`config.mk`:
```
export PLATFORM = sky130hd
export DESIGN_NAME = joystick_slider_adc_scanner_flat
export DESIGN_NICKNAME = d
export VERILOG_FILES = /design/src/design/jsas_pkg.sv /design/src/design/jsas_sample_if.sv /design/src/design/jsas_result_if.sv /design/src/design/jsas_cfg_if.sv /design/src/design/jsas_cfg_regs.sv /design/src/design/jsas_divider.sv /design/src/design/jsas_direction.sv /design/src/design/joystick_slider_adc_scanner.sv /design/src/flat_wrapper.sv
export SDC_FILE = /design/constraint.sdc
export NUM_CORES = 1
export LEC_CHECK = 0
export ABC_AREA = 1
export BUFFER_PORTS_ARGS = -buffer_cell sky130_fd_sc_hd__buf_2
export CAP_MARGIN = 0
export CORE_ASPECT_RATIO = 0.7
export CORE_MARGIN = 1.5
export CORE_UTILIZATION = 40
export CTS_CLUSTER_SIZE = 30
export DETAILED_ROUTE_END_ITERATION = 10
export GPL_TIMING_DRIVEN = 0
export SYNTH_ARGS = -nofsm -noshare
export SYNTH_HDL_FRONTEND = slang
export SYNTH_SLANG_ARGS = --single-unit
```
`constraint.sdc`:
```
create_clock -name clk -period 8.4 [get_ports clk]
set_input_delay 0 -clock clk [delete_from_list [all_inputs] [get_ports clk]]
set_output_delay 0 -clock clk [all_outputs]
set_load 0.05 [all_outputs]
```
`src/design/jsas_pkg.sv`:
```
`default_nettype none

package jsas_pkg;

    // Sample width and the full-scale factor of the scaled positions.
    localparam int SAMPLE_BITS = 8;
    localparam int FULL_SCALE  = 200;

    localparam int FS_BITS     = $clog2(FULL_SCALE + 1);
    localparam int PROD_BITS   = SAMPLE_BITS + FS_BITS;
    localparam int RES_BITS    = PROD_BITS + 2;

    localparam int OFFSET_BITS = 8;
    localparam int SPAN_BITS   = 8;
    localparam int DZ_BITS     = 16;
    localparam int VALUE_BITS  = 17;

    localparam int CFG_INDEX_BITS = 4;
    localparam int CFG_DATA_BITS  = 16;

    localparam logic [FS_BITS-1:0]  FULL_SCALE_C = FS_BITS'(FULL_SCALE);
    localparam logic [RES_BITS-1:0] HALF_SCALE_C = RES_BITS'(FULL_SCALE / 2);

    localparam logic signed [RES_BITS-1:0] VAL_MAX =
        RES_BITS'((2 ** (VALUE_BITS - 1)) - 1);
    localparam logic signed [RES_BITS-1:0] VAL_MIN =
        -RES_BITS'(2 ** (VALUE_BITS - 1));

    typedef logic signed [VALUE_BITS-1:0] value_t;

    typedef enum logic [1:0] {
        CH_X     = 2'd0,
        CH_Y     = 2'd1,
        CH_LEFT  = 2'd2,
        CH_RIGHT = 2'd3
    } scan_chan_t;

    typedef enum logic [2:0] {
        DIR_NEUTRAL = 3'd0,
        DIR_LEFT    = 3'd1,
        DIR_RIGHT   = 3'd2,
        DIR_DOWN    = 3'd3,
        DIR_UP      = 3'd4
    } direction_t;

    typedef enum logic [CFG_INDEX_BITS-1:0] {
        REG_X_OFFSET    = 4'd0,
        REG_Y_OFFSET    = 4'd1,
        REG_X_SPAN      = 4'd2,
        REG_Y_SPAN      = 4'd3,
        REG_LEFT_SPAN   = 4'd4,
        REG_RIGHT_SPAN  = 4'd5,
        REG_X_DEAD_ZONE = 4'd6,
        REG_Y_DEAD_ZONE = 4'd7
    } reg_index_t;

    typedef struct packed {
        logic [OFFSET_BITS-1:0] x_offset_level;
        logic [OFFSET_BITS-1:0] y_offset_level;
        logic [SPAN_BITS-1:0]   x_span;
        logic [SPAN_BITS-1:0]   y_span;
        logic [SPAN_BITS-1:0]   left_span;
        logic [SPAN_BITS-1:0]   right_span;
        logic [DZ_BITS-1:0]     x_dead_zone;
        logic [DZ_BITS-1:0]     y_dead_zone;
    } cfg_t;

endpackage

`default_nettype wire

```
`src/design/jsas_sample_if.sv`:
```
`default_nettype none

interface jsas_sample_if import jsas_pkg::*; ();

    logic                   valid;
    logic                   ready;
    logic [SAMPLE_BITS-1:0] sample;

    modport source (output valid, output sample, input ready);
    modport sink   (input valid, input sample, output ready);

endinterface

`default_nettype wire

```
`src/design/jsas_result_if.sv`:
```
`default_nettype none

interface jsas_result_if import jsas_pkg::*; ();

    logic                         valid;
    logic                         ready;
    logic signed [VALUE_BITS-1:0] x_position;
    logic signed [VALUE_BITS-1:0] y_position;
    logic signed [VALUE_BITS-1:0] left_position;
    logic signed [VALUE_BITS-1:0] right_position;
    logic [2:0]                   direction;
    logic [1:0]                   next_channel;

    modport source (
        output valid, output x_position, output y_position, output left_position,
        output right_position, output direction, output next_channel, input ready
    );
    modport sink (
        input valid, input x_position, input y_position, input left_position,
        input right_position, input direction, input next_channel, output ready
    );

endinterface

`default_nettype wire

```
`src/design/jsas_cfg_if.sv`:
```
`default_nettype none

interface jsas_cfg_if import jsas_pkg::*; ();

    logic                      valid;
    logic                      ready;
    logic [CFG_INDEX_BITS-1:0] index;
    logic [CFG_DATA_BITS-1:0]  data;

    modport source (output valid, output index, output data, input ready);
    modport sink   (input valid, input index, input data, output ready);

endinterface

`default_nettype wire

```
`src/design/jsas_cfg_regs.sv`:
```
`default_nettype none

module jsas_cfg_regs import jsas_pkg::*; (
    input  wire logic clk,
    input  wire logic rst_n,
    jsas_cfg_if.sink  cfg,
    output cfg_t      regs
);

    cfg_t regs_reg;
    cfg_t regs_next;

    assign cfg.ready = 1'b1;
    assign regs      = regs_reg;

    always_comb
    begin
        regs_next = regs_reg;
        if (cfg.valid)
        begin
            case (cfg.index)
                REG_X_OFFSET:    regs_next.x_offset_level = cfg.data[OFFSET_BITS-1:0];
                REG_Y_OFFSET:    regs_next.y_offset_level = cfg.data[OFFSET_BITS-1:0];
                REG_X_SPAN:      regs_next.x_span         = cfg.data[SPAN_BITS-1:0];
                REG_Y_SPAN:      regs_next.y_span         = cfg.data[SPAN_BITS-1:0];
                REG_LEFT_SPAN:   regs_next.left_span      = cfg.data[SPAN_BITS-1:0];
                REG_RIGHT_SPAN:  regs_next.right_span     = cfg.data[SPAN_BITS-1:0];
                REG_X_DEAD_ZONE: regs_next.x_dead_zone    = cfg.data[DZ_BITS-1:0];
                REG_Y_DEAD_ZONE: regs_next.y_dead_zone    = cfg.data[DZ_BITS-1:0];
                default:         regs_next = regs_reg;
            endcase
        end
    end

    always_ff @(posedge clk or negedge rst_n)
    begin
        if (!rst_n)
        begin
            regs_reg.x_offset_level <= '0;
            regs_reg.y_offset_level <= '0;
            regs_reg.x_span         <= SPAN_BITS'(255);
            regs_reg.y_span         <= SPAN_BITS'(255);
            regs_reg.left_span      <= SPAN_BITS'(255);
            regs_reg.right_span     <= SPAN_BITS'(255);
            regs_reg.x_dead_zone    <= DZ_BITS'(10);
            regs_reg.y_dead_zone    <= DZ_BITS'(65);
        end
        else
        begin
            regs_reg <= regs_next;
        end
    end

endmodule

`default_nettype wire

```
`src/design/jsas_divider.sv`:
```
`default_nettype none

// Restoring divider: one quotient bit per cycle. The dividend shifts out of
// the top of the quotient register while quotient bits shift in at the bottom.
module jsas_divider import jsas_pkg::*; (
    input  wire logic                 clk,
    input  wire logic                 rst_n,
    input  wire logic                 start,
    input  wire logic [PROD_BITS-1:0] dividend,
    input  wire logic [SPAN_BITS-1:0] divisor,
    output logic [PROD_BITS-1:0]      quotient,
    output logic                      done
);

    localparam int CNT_BITS = $clog2(PROD_BITS);
    localparam logic [CNT_BITS-1:0] LAST_STEP = CNT_BITS'(PROD_BITS - 1);

    logic                 busy_reg,  busy_next;
    logic                 done_reg,  done_next;
    logic [CNT_BITS-1:0]  count_reg, count_next;
    logic [SPAN_BITS-1:0] rem_reg,   rem_next;
    logic [SPAN_BITS-1:0] dvs_reg,   dvs_next;
    logic [PROD_BITS-1:0] quo_reg,   quo_next;

    logic [SPAN_BITS:0]   partial;
    logic [SPAN_BITS:0]   diff;
    logic                 fits;

    assign partial  = {rem_reg, quo_reg[PROD_BITS-1]};
    assign diff     = partial - {1'b0, dvs_reg};
    assign fits     = partial >= {1'b0, dvs_reg};
    assign quotient = quo_reg;
    assign done     = done_reg;

    always_comb
    begin
        busy_next  = busy_reg;
        done_next  = 1'b0;
        count_next = count_reg;
        rem_next   = rem_reg;
        dvs_next   = dvs_reg;
        quo_next   = quo_reg;
        if (start)
        begin
            busy_next  = 1'b1;
            count_next = '0;
            rem_next   = '0;
            dvs_next   = divisor;
            quo_next   = dividend;
        end
        else if (busy_reg)
        begin
            // The remainder stays below the divisor, so the difference fits.
            rem_next   = fits ? diff[SPAN_BITS-1:0] : partial[SPAN_BITS-1:0];
            quo_next   = {quo_reg[PROD_BITS-2:0], fits};
            count_next = count_reg + 1'b1;
            if (count_reg == LAST_STEP)
            begin
                busy_next = 1'b0;
                done_next = 1'b1;
            end
        end
    end

    always_ff @(posedge clk or negedge rst_n)
    begin
        if (!rst_n)
        begin
            busy_reg  <= 1'b0;
            done_reg  <= 1'b0;
            count_reg <= '0;
        end
        else
        begin
            busy_reg  <= busy_next;
            done_reg  <= done_next;
            count_reg <= count_next;
        end
    end

    always_ff @(posedge clk)
    begin
        rem_reg <= rem_next;
        dvs_reg <= dvs_next;
        quo_reg <= quo_next;
    end

endmodule

`default_nettype wire

```
`src/design/jsas_direction.sv`:
```
`default_nettype none

module jsas_direction import jsas_pkg::*; (
    input  wire value_t             x_value,
    input  wire value_t             y_value,
    input  wire logic [DZ_BITS-1:0] x_dead_zone,
    input  wire logic [DZ_BITS-1:0] y_dead_zone,
    output direction_t              direction
);

    // One extra bit so that the magnitude of the most negative value fits.
    logic signed [VALUE_BITS:0] x_wide, y_wide;
    logic [VALUE_BITS:0]        ax, ay;

    assign x_wide = {x_value[VALUE_BITS-1], x_value};
    assign y_wide = {y_value[VALUE_BITS-1], y_value};
    assign ax     = x_value[VALUE_BITS-1] ? -x_wide : x_wide;
    assign ay     = y_value[VALUE_BITS-1] ? -y_wide : y_wide;

    always_comb
    begin
        if (ax >= ay)
        begin
            if (ax < (VALUE_BITS + 1)'(x_dead_zone))
                direction = DIR_NEUTRAL;
            else
                direction = x_value[VALUE_BITS-1] ? DIR_LEFT : DIR_RIGHT;
        end
        else
        begin
            if (ay < (VALUE_BITS + 1)'(y_dead_zone))
                direction = DIR_NEUTRAL;
            else
                direction = y_value[VALUE_BITS-1] ? DIR_DOWN : DIR_UP;
        end
    end

endmodule

`default_nettype wire

```
`src/design/joystick_slider_adc_scanner.sv`:
```
// Channel   Role           Carries
// samples   input stream   sample: ADC reading for the channel given by next_channel
// results   output stream  four scaled positions, direction, next_channel
// cfg       write port     index and data of one configuration register
//
// After a sample's transfer the divider is loaded, works out sixteen quotient bits
// one at a time, the position is stored and the result register is loaded once it
// is free; no new sample is taken until the sequencer is back in its idle state.
// Reset clears the phase to joystick X, the stored positions to zero and the
// registers to their defaults. A result waiting at the output does not stop the
// next sample being taken; only the finished next result waits for it.
`default_nettype none

module joystick_slider_adc_scanner import jsas_pkg::*; (
    input  wire logic     clk,
    input  wire logic     rst_n,
    jsas_sample_if.sink   samples,
    jsas_result_if.source results,
    jsas_cfg_if.sink      cfg
);

    typedef enum logic [1:0] {
        S_IDLE,
        S_MUL,
        S_DIV,
        S_REPORT
    } state_t;

    state_t                 state_reg,  state_next;
    scan_chan_t             phase_reg,  phase_next;
    logic [SAMPLE_BITS-1:0] mag_reg,    mag_next;
    logic                   neg_reg,    neg_next;
    value_t                 x_reg,      x_next;
    value_t                 y_reg,      y_next;
    value_t                 left_reg,   left_next;
    value_t                 right_reg,  right_next;
    logic                   ovalid_reg, ovalid_next;
    value_t                 ox_reg,     ox_next;
    value_t                 oy_reg,     oy_next;
    value_t                 oleft_reg,  oleft_next;
    value_t                 oright_reg, oright_next;
    direction_t             odir_reg,   odir_next;
    scan_chan_t             ochan_reg,  ochan_next;

    cfg_t                       regs;
    logic                       div_start;
    logic [PROD_BITS-1:0]       product;
    logic [SPAN_BITS-1:0]       span_sel;
    logic [SPAN_BITS-1:0]       divisor;
    logic [PROD_BITS-1:0]       quotient;
    logic                       div_done;
    direction_t                 dir_now;

    logic signed [SAMPLE_BITS:0] diff;
    logic [OFFSET_BITS-1:0]      offset_sel;
    logic signed [RES_BITS-1:0]  q_wide;
    logic signed [RES_BITS-1:0]  scaled;
    value_t                      scaled_sat;

    jsas_cfg_regs u_cfg (
        .clk   (clk),
        .rst_n (rst_n),
        .cfg   (cfg),
        .regs  (regs)
    );

    jsas_divider u_div (
        .clk      (clk),
        .rst_n    (rst_n),
        .start    (div_start),
        .dividend (product),
        .divisor  (divisor),
        .quotient (quotient),
        .done     (div_done)
    );

    jsas_direction u_dir (
        .x_value     (x_reg),
        .y_value     (y_reg),
        .x_dead_zone (regs.x_dead_zone),
        .y_dead_zone (regs.y_dead_zone),
        .direction   (dir_now)
    );

    assign samples.ready          = (state_reg == S_IDLE);
    assign results.valid          = ovalid_reg;
    assign results.x_position     = ox_reg;
    assign results.y_position     = oy_reg;
    assign results.left_position  = oleft_reg;
    assign results.right_position = oright_reg;
    assign results.direction      = odir_reg;
    assign results.next_channel   = ochan_reg;

    always_comb
    begin
        case (phase_reg)
            CH_X:    span_sel = regs.x_span;
            CH_Y:    span_sel = regs.y_span;
            CH_LEFT: span_sel = regs.left_span;
            default: span_sel = regs.right_span;
        endcase
    end

    // A span of zero divides as one.
    assign divisor    = (span_sel == '0) ? SPAN_BITS'(1) : span_sel;
    assign offset_sel = (phase_reg == CH_X) ? regs.x_offset_level : regs.y_offset_level;
    assign diff       = $signed({1'b0, samples.sample})
                        - $signed((SAMPLE_BITS + 1)'(offset_sel));
    assign product    = PROD_BITS'(mag_reg) * PROD_BITS'(FULL_SCALE_C);
    assign div_start  = (state_reg == S_MUL);

    // Quotient of the magnitude; the sign is put back so that it truncates
    // toward zero. Sliders are shifted down by half the full scale.
    assign q_wide = $signed({2'b00, quotient});
    always_comb
    begin
        if (phase_reg == CH_LEFT || phase_reg == CH_RIGHT)
            scaled = q_wide - $signed(HALF_SCALE_C);
        else if (neg_reg)
            scaled = -q_wide;
        else
            scaled = q_wide;
        if (scaled > VAL_MAX)
            scaled_sat = VALUE_BITS'(VAL_MAX);
        else if (scaled < VAL_MIN)
            scaled_sat = VALUE_BITS'(VAL_MIN);
        else
            scaled_sat = scaled[VALUE_BITS-1:0];
    end

    always_comb
    begin
        state_next  = state_reg;
        phase_next  = phase_reg;
        mag_next    = mag_reg;
        neg_next    = neg_reg;
        x_next      = x_reg;
        y_next      = y_reg;
        left_next   = left_reg;
        right_next  = right_reg;
        ovalid_next = ovalid_reg;
        ox_next     = ox_reg;
        oy_next     = oy_reg;
        oleft_next  = oleft_reg;
        oright_next = oright_reg;
        odir_next   = odir_reg;
        ochan_next  = ochan_reg;

        if (results.valid && results.ready)
            ovalid_next = 1'b0;

        case (state_reg)
            S_IDLE:
            begin
                if (samples.valid)
                begin
                    if (phase_reg == CH_X || phase_reg == CH_Y)
                    begin
                        neg_next = diff[SAMPLE_BITS];
                        mag_next = diff[SAMPLE_BITS] ? SAMPLE_BITS'(-diff)
                                                     : diff[SAMPLE_BITS-1:0];
                    end
                    else
                    begin
                        neg_next = 1'b0;
                        mag_next = samples.sample;
                    end
                    state_next = S_MUL;
                end
            end
            S_MUL:
            begin
                state_next = S_DIV;
            end
            S_DIV:
            begin
                if (div_done)
                begin
                    case (phase_reg)
                        CH_X:    x_next     = scaled_sat;
                        CH_Y:    y_next     = scaled_sat;
                        CH_LEFT: left_next  = scaled_sat;
                        default: right_next = scaled_sat;
                    endcase
                    phase_next = scan_chan_t'(phase_reg + 2'd1);
                    state_next = S_REPORT;
                end
            end
            S_REPORT:
            begin
                if (!results.valid || results.ready)
                begin
                    ovalid_next = 1'b1;
                    ox_next     = x_reg;
                    oy_next     = y_reg;
                    oleft_next  = left_reg;
                    oright_next = right_reg;
                    odir_next   = dir_now;
                    ochan_next  = phase_reg;
                    state_next  = S_IDLE;
                end
            end
            default:
            begin
                state_next = S_IDLE;
            end
        endcase
    end

    always_ff @(posedge clk or negedge rst_n)
    begin
        if (!rst_n)
        begin
            state_reg  <= S_IDLE;
            phase_reg  <= CH_X;
            mag_reg    <= '0;
            neg_reg    <= 1'b0;
            x_reg      <= '0;
            y_reg      <= '0;
            left_reg   <= '0;
            right_reg  <= '0;
            ovalid_reg <= 1'b0;
            ox_reg     <= '0;
            oy_reg     <= '0;
            oleft_reg  <= '0;
            oright_reg <= '0;
            odir_reg   <= DIR_NEUTRAL;
            ochan_reg  <= CH_X;
        end
        else
        begin
            state_reg  <= state_next;
            phase_reg  <= phase_next;
            mag_reg    <= mag_next;
            neg_reg    <= neg_next;
            x_reg      <= x_next;
            y_reg      <= y_next;
            left_reg   <= left_next;
            right_reg  <= right_next;
            ovalid_reg <= ovalid_next;
            ox_reg     <= ox_next;
            oy_reg     <= oy_next;
            oleft_reg  <= oleft_next;
            oright_reg <= oright_next;
            odir_reg   <= odir_next;
            ochan_reg  <= ochan_next;
        end
    end

    // After a sample transfer the block is busy for the following cycle.
    a_busy_after_take: assert property (@(posedge clk) disable iff (!rst_n)
        samples.valid && samples.ready |=> !samples.ready)
        else $error("sample taken while a conversion was starting");

    // The divider only finishes while the sequencer waits for it.
    a_done_in_div: assert property (@(posedge clk) disable iff (!rst_n)
        div_done |-> state_reg == S_DIV)
        else $error("divider finished outside the divide state");

    // A pending result while idle names the channel the phase points at.
    a_chan_matches: assert property (@(posedge clk) disable iff (!rst_n)
        results.valid && state_reg == S_IDLE |-> results.next_channel == phase_reg)
        else $error("reported next channel differs from the phase");

    // A result is offered exactly as the sequencer leaves the report state.
    a_report_loads: assert property (@(posedge clk) disable iff (!rst_n)
        state_reg == S_REPORT && state_next == S_IDLE |=> results.valid)
        else $error("report state left without offering a result");

endmodule

`default_nettype wire
```
`src/flat_wrapper.sv`:
```
// flat-port wrapper written by rule: the top's interface ports become plain ports
module joystick_slider_adc_scanner_flat import jsas_pkg::*;
  (clk, rst_n, samples_valid, samples_sample, samples_ready, results_valid, results_x_position, results_y_position, results_left_position, results_right_position, results_direction, results_next_channel, results_ready, cfg_valid, cfg_index, cfg_data, cfg_ready);
  jsas_sample_if samples_i ();
  jsas_result_if results_i ();
  jsas_cfg_if cfg_i ();
  input  wire logic clk;
  input  wire logic rst_n;
  input wire logic [$bits(samples_i.valid)-1:0] samples_valid;
  input wire logic [$bits(samples_i.sample)-1:0] samples_sample;
  output wire logic [$bits(samples_i.ready)-1:0] samples_ready;
  output wire logic [$bits(results_i.valid)-1:0] results_valid;
  output wire logic [$bits(results_i.x_position)-1:0] results_x_position;
  output wire logic [$bits(results_i.y_position)-1:0] results_y_position;
  output wire logic [$bits(results_i.left_position)-1:0] results_left_position;
  output wire logic [$bits(results_i.right_position)-1:0] results_right_position;
  output wire logic [$bits(results_i.direction)-1:0] results_direction;
  output wire logic [$bits(results_i.next_channel)-1:0] results_next_channel;
  input wire logic [$bits(results_i.ready)-1:0] results_ready;
  input wire logic [$bits(cfg_i.valid)-1:0] cfg_valid;
  input wire logic [$bits(cfg_i.index)-1:0] cfg_index;
  input wire logic [$bits(cfg_i.data)-1:0] cfg_data;
  output wire logic [$bits(cfg_i.ready)-1:0] cfg_ready;
  assign samples_i.valid = samples_valid;
  assign samples_i.sample = samples_sample;
  assign samples_ready = samples_i.ready;
  assign results_valid = results_i.valid;
  assign results_x_position = results_i.x_position;
  assign results_y_position = results_i.y_position;
  assign results_left_position = results_i.left_position;
  assign results_right_position = results_i.right_position;
  assign results_direction = results_i.direction;
  assign results_next_channel = results_i.next_channel;
  assign results_i.ready = results_ready;
  assign cfg_i.valid = cfg_valid;
  assign cfg_i.index = cfg_index;
  assign cfg_i.data = cfg_data;
  assign cfg_ready = cfg_i.ready;
  joystick_slider_adc_scanner u_core (.clk(clk), .rst_n(rst_n), .samples(samples_i), .results(results_i), .cfg(cfg_i));
endmodule
```
# Word level (Yosys, flattened, before mapping)

Index checks and enable logic that the tools add are counted.
W data, S select, Z words.

Add/sub/neg operators: 9
Multiply operators: 1
Div/mod/pow operators: 0
Order comparisons: 6
Equal/unequal tests: 17
Shift-type cells: 0
Muxes and demuxes: 34
Bitwise gates (word level): 1
Reductions and logical operators: 27

Operator list:

| kind                    | number |
|---|---|
| $mux W18                | 4 |
| $lt A18 B16 Y1          | 2 |
| $neg A17 Y18            | 2 |
| $mux W17                | 2 |
| $mux W16                | 2 |
| $mux W8                 | 4 |
| $pmux W8 S3             | 1 |
| $reduce_and A2 Y1       | 11 |
| $ge A18 B18 Y1          | 1 |
| $gt A18 B17 Y1 const B  | 1 |
| $lt A18 B17 Y1 const B  | 1 |
| $neg A16 Y18            | 1 |
| $sub A16 B7 Y17 const B | 1 |
| $eq A4 B3 Y1 const B    | 4 |
| $reduce_and A3 Y1       | 5 |
| $mul A8 B5 Y13 const B  | 1 |
| $mux W1                 | 10 |
| $mux W2                 | 5 |
| $ge A9 B8 Y1            | 1 |
| $mux W3                 | 3 |
| $sub A8 B8 Y9           | 1 |
| $eq A2 B2 Y1 const B    | 4 |
| $eq A4 B2 Y1 const B    | 2 |
| $logic_not A8 Y1        | 1 |
| 19 further kinds        | 25 |

Register bits after elaboration: 273
Latch bits: 0
Memory bits (writable): 0
Memory bits (read-only): 0
Input bits: 33
Output and inout bits: 76
Logic and storage cells: 125
Memories kept: 0

# Depth between registers and ports, before layout

Depth after elaboration: 6
Mapped depth: 23
Mapped depth without buffers: 23

# Hierarchy

A second synthesis with hierarchy kept.

Cell total of the unflattened synthesis: 1945
Area total of the unflattened synthesis: 15925.3 µm²

By module, submodules not included:

| module                      | instances | cells an instance | area each (µm²) | seq. area each (µm²) |
|---|---|---|---|---|
| joystick_slider_adc_scanner | 1         | 967               | 8378.0          | 3878.7 |
| jsas_cfg_regs               | 1         | 377               | 3384.5          | 2047.0 |
| jsas_direction              | 1         | 356               | 2114.5          | 0.0 |
| jsas_divider                | 1         | 245               | 2048.2          | 1031.0 |

# Least setup slack after synthesis

No wires, ideal clock.

Path type: reg2reg
Start: reg u_core.phase_reg[0]
End: reg u_core.mag_reg[5]
Setup time: 0.124 ns
Arrival time: 3.003 ns
Data required time: 8.276 ns
Slack: 5.273 ns
Cell stages (with the launch flop): 16
Path buffers: 2
Period minus slack after synthesis: 3.127 ns
Path through: dfrtp_1 > inv_1 > ha_1 > clkbuf_1 > buf_1 > o21ai_0 > fa_1 > nand3b_1 > nand2_1 > xor2_1 > nor3_1 > nor2_1 > xor2_1 > nand2_1 > o211ai_1 > nand2_1

Longest elaborated chain between the ends: 6
Elaborated cells between the ends (all ways): 8
Those cells by class: add/sub: 2; eq/ne: 1; mux: 3; reduce/logical: 2

RTL lines:

| element                | RTL line                                                               | source |
|---|---|---|
| from (decl)            | joystick_slider_adc_scanner.sv:30                                      | `scan_chan_t phase_reg, phase_next;` |
| from (signal assigned) | joystick_slider_adc_scanner.sv:233                                     | `phase_reg <= phase_next;` |
| $logic_not A2 Y1       | joystick_slider_adc_scanner.sv:106, joystick_slider_adc_scanner.sv:157 |  |
| $mux W8                | joystick_slider_adc_scanner.sv:106                                     | `assign offset_sel = (phase_reg == CH_X) ? regs.x_offset_level : regs.y_offset_level;` |
| $sub A8 B8 Y9          | joystick_slider_adc_scanner.sv:108                                     | `- $signed((SAMPLE_BITS + 1)'(offset_sel));` |
| $neg A8 Y8             | joystick_slider_adc_scanner.sv:160                                     | `mag_next = diff[SAMPLE_BITS] ? SAMPLE_BITS'(-diff)` |
| $mux W8                | joystick_slider_adc_scanner.sv:160                                     |  |
| $mux W8 *              | joystick_slider_adc_scanner.sv:157                                     | `if (phase_reg == CH_X \|\| phase_reg == CH_Y)` |
| to (signal assigned)   | joystick_slider_adc_scanner.sv:234                                     | `mag_reg <= mag_next;` |
| to (decl)              | joystick_slider_adc_scanner.sv:31                                      | `logic [SAMPLE_BITS-1:0] mag_reg, mag_next;` |

Mark *: on every way between the ends. The rest lies on a longest branch, timed or not.
A chain may end at the register's enable or synchronous reset.

# Worst setup path in the final report

Start: reg u_core.phase_reg[0]
End: reg u_core.mag_reg[2]

Same word-level chain as after synthesis.

==> results.sh <==
export IMPL_status="completed"
export IMPL_skew_ps=18.1
export IMPL_ir_drop_v=0.000133
export IMPL_io_pins=109
export IMPL_dieArea_um2=37800
export IMPL_numCtsBuffers=28
export IMPL_antennaDiodeCount=0
export IMPL_start_util_pct=40.7
export IMPL_cts_tree="yes"
export IMPL_finalCritPeriodShare_pct=55.1
export IMPL_synth_cell_types=50
export IMPL_synth_area_um2=14700
export IMPL_cp_slowest_stage_delay_ps=580
export IMPL_post_cts_buffers=0
export IMPL_gp_congestion=0.885
export IMPL_htreeDepth=1
export IMPL_remaining_drc_errors=0
export IMPL_fin_crit_ps=4630
export IMPL_worst_slew_pin_slew_ps=892
export IMPL_io_buffers=107
export IMPL_multiInputGateArea_um2=6620
export IMPL_cts_root_buf="clkbuf_16"
export IMPL_ctsHoldBuffers=42
export IMPL_hpwl_um=30200
export IMPL_synth_edf_count=21
export IMPL_netlist_instances=1761
export IMPL_p_seq_share_pct=46.5
export IMPL_num_vias=12400
export IMPL_grt_total_usage_pct=21.8
export IMPL_hold_ws_ps=47.0
export IMPL_finalMaxSlewViolations=0
export IMPL_comb_power_share_pct=10.9
export IMPL_grt_pass1_vias=12000
export IMPL_rsz0062_at_grt="false"
export IMPL_wl_per_cell_um=16.4
export IMPL_cts_sinks=273
export IMPL_cpMaxStageDelayCell="dlygate4sd3_1"
export IMPL_swShare_pct=25.3
export IMPL_ys_warn_count=0
export IMPL_core_area_um2=36000
export IMPL_slew_headroom_pct=40.0
export IMPL_leakage_nw=8.66
export IMPL_intPower_mw=2.37
export IMPL_hold_viol=0
export IMPL_wirelength_um=40000
export IMPL_finalPower_mw=3.17
export IMPL_avgSynthCellArea_um2=8.33
export IMPL_seq_area_frac_synth_pct=47.2
export IMPL_dr_pass1_iters=5
export IMPL_final_nets=2087
export IMPL_async_reset_ff_share_pct=88.3
export IMPL_fmax_mhz=216
export IMPL_cp_start_kind="flip-flop"
export IMPL_ant_nets=0
export IMPL_crit_required_ps=8840
export IMPL_path_delay_family="buffers and inverters"
export IMPL_overflow=0
export IMPL_die_x_um=232
export IMPL_n_fill_cell=3553
export IMPL_grt_max_degree=127
export IMPL_largest_reg_flops=80
export IMPL_final_common_cell="nand2_1"
export IMPL_hold_path_class="in2async"
export IMPL_ys_seq_elements=273
export IMPL_worst_setup_path_type="reg2reg"
export IMPL_rows=58
export IMPL_area_growth_pct=18.0
export IMPL_first_iter_violations=1085
export IMPL_antenna_found_initial=0
export IMPL_p_per_area_nw_per_um2=183
export IMPL_grt_first_pass_wirelength_um=64900
export IMPL_cts_resized_gates=0
export IMPL_clk_latency_ps=570
export IMPL_clkTransAtPathRegs_ps=60
export IMPL_worst_setup_path_end_kind="flip-flop"
export IMPL_switchingPower_mw=0.801
export IMPL_critPathBufInv=5
export IMPL_worstPathArrival_ps=5070
export IMPL_crit_chain="inv_1 -> ha_1 -> clkbuf_1 -> buf_1 -> o21ai_0 -> fa_1 -> nand3b_1 -> nand2_1 -> nand2_1 -> o311ai_2 -> inv_1 -> nand3b_1 -> a21oi_1 -> a21oi_1 -> o21ai_0 -> dlygate4sd3_1"
export IMPL_cts_path_max_buffers=3
export IMPL_mostFrequentLayoutCells="nand2_1 (449), o21ai_0 (248), inv_1 (231)"
export IMPL_ff_latch_area_um2=6930
export IMPL_setup_viol=0
export IMPL_synth_ff_type="dfrtp_1"
export IMPL_p_clk_share_pct=42.6
export IMPL_die_y_um=163
export IMPL_fin_setup_tns_ps=0
export IMPL_cap_violations=0
export IMPL_via_per_inst=5.06
export IMPL_path_max_fanout=10
export IMPL_drive_above_1_share_pct=12.2
[per-stage QoR]
| stage | instance area, um^2 | setup slack [ps] | std cells | util (%) |
|---|---|---|---|---|
| 4_1_cts | 17300 | 3780 | 2445 | 48.0 |
| 3_5_place_dp | 15900 | 4310 | 2351 | 44.1 |
| 3_3_place_gp | 15800 | 2950 | 2349 | 43.9 |
| 5_1_grt | 17300 | 3370 | 2445 | 48.0 |
| 2_1_floorplan | 14700 | 5270 | 1762 | - |
| 6_report | 17300 | 3770 | 2445 | 48.0 |
[synth_stat cells, drive strengths merged (11+ instances only)]
master | instances | share of area, %
nand2 | 459 | 12
ha | 106 | 9.0
dfxtp | 11 | 1.5
nor2 | 97 | 2.7
nand3 | 35 | 1.3
nand4 | 11 | 0.51
a21oi | 70 | 2.4
dfstp | 36 | 6.5
nor3 | 18 | 0.73
dfrtp | 205 | 35
xor2 | 47 | 2.8
edfxtp | 21 | 4.3
o21ai | 283 | 9.8
o22ai | 14 | 0.60
clkbuf | 41 | 1.0
inv | 237 | 6.1
[metal layers]
| metal | part of all wire [%] | track usage [%] | vias up | wire length [um] |
|---|---|---|---|---|
| li1 | - | - | 6078 | - |
| met1 | 50 | 33.4 | 5954 | 20100 |
| met2 | 43 | 32.6 | 304 | 17100 |
| met3 | 5.7 | 3.21 | 40 | 2260 |
| met4 | 1.4 | 3.93 | 0 | 554 |
| met5 | 0 | 0 | - | 0 |
[power groups by stage]
stage | Sequential [mW] | Combinational [mW] | Clock, mW
CTS | 1.48 | 0.347 | 1.38
global placement | 1.50 | 0.316 | 0
finish | 1.48 | 0.345 | 1.35
detailed placement | 1.50 | 0.331 | 0
global route | 1.49 | 0.403 | 1.43
floorplan | 1.49 | 0.224 | 0
[worst min-delay path, cell delays in order]
cell and delay (ps):
dlygate4sd3_1 560, buf_8 130, buf_16 330
[path summary, 6_finish.rpt]
| path | start | to | slack (ps) | cells past startpoint |
|---|---|---|---|---|
| worst max register to register | u_core.phase_reg[0]$_DFFE_PN0P_ | u_core.mag_reg[2]$_DFFE_PN0P_ | 3770 | 16 |
| max in group asynchronous | rst_n | u_core.results.x_position[12]$_DFFE_PN0P_ | 7770 | 3 |
| min in group clk | cfg_data[9] | u_core.u_cfg.regs[25]$_DFFE_PN0P_ | 200 | 4 |
| worst min register to register | u_core.u_div.count_reg[3]$_DFFE_PN0P_ | u_core.u_div.count_reg[3]$_DFFE_PN0P_ | 470 | 1 |
| worst max-delay path | u_core.phase_reg[0]$_DFFE_PN0P_ | u_core.mag_reg[2]$_DFFE_PN0P_ | 3770 | 16 |
| worst min-delay path | rst_n | u_core.mag_reg[6]$_DFFE_PN0P_ | 50 | 3 |
[cells by family after synthesis]
| family | Yosys count | share of synthesized area, % |
|---|---|---|
| AND/OR/NAND/NOR | 630 | 17.5 |
| AO/OA/AOI/OAI | 394 | 14.3 |
| buffers and inverters | 294 | 7.66 |
| flip-flops | 273 | 47.2 |
| adder cells (fa/ha/maj) | 111 | 9.73 |
| XOR/XNOR | 51 | 3.05 |
| multiplexers | 6 | 0.410 |
| other | 2 | 0.0512 |
[layout make-up]
| cell class | instances | share of cell area (%) |
|---|---|---|
| well taps | 480 | 3.47 |
| inverters | 243 | 5.27 |
| repair buffers | 151 | 5.90 |
| plain buffers | 51 | 1.22 |
| clock buffers | 37 | 4.66 |
| multi-input cells | 1195 | 38.3 |
| flip-flops and latches | 273 | 40.0 |
| clock inverters | 15 | 1.16 |
No activity file was read; power rests on OpenSTA's default activity.
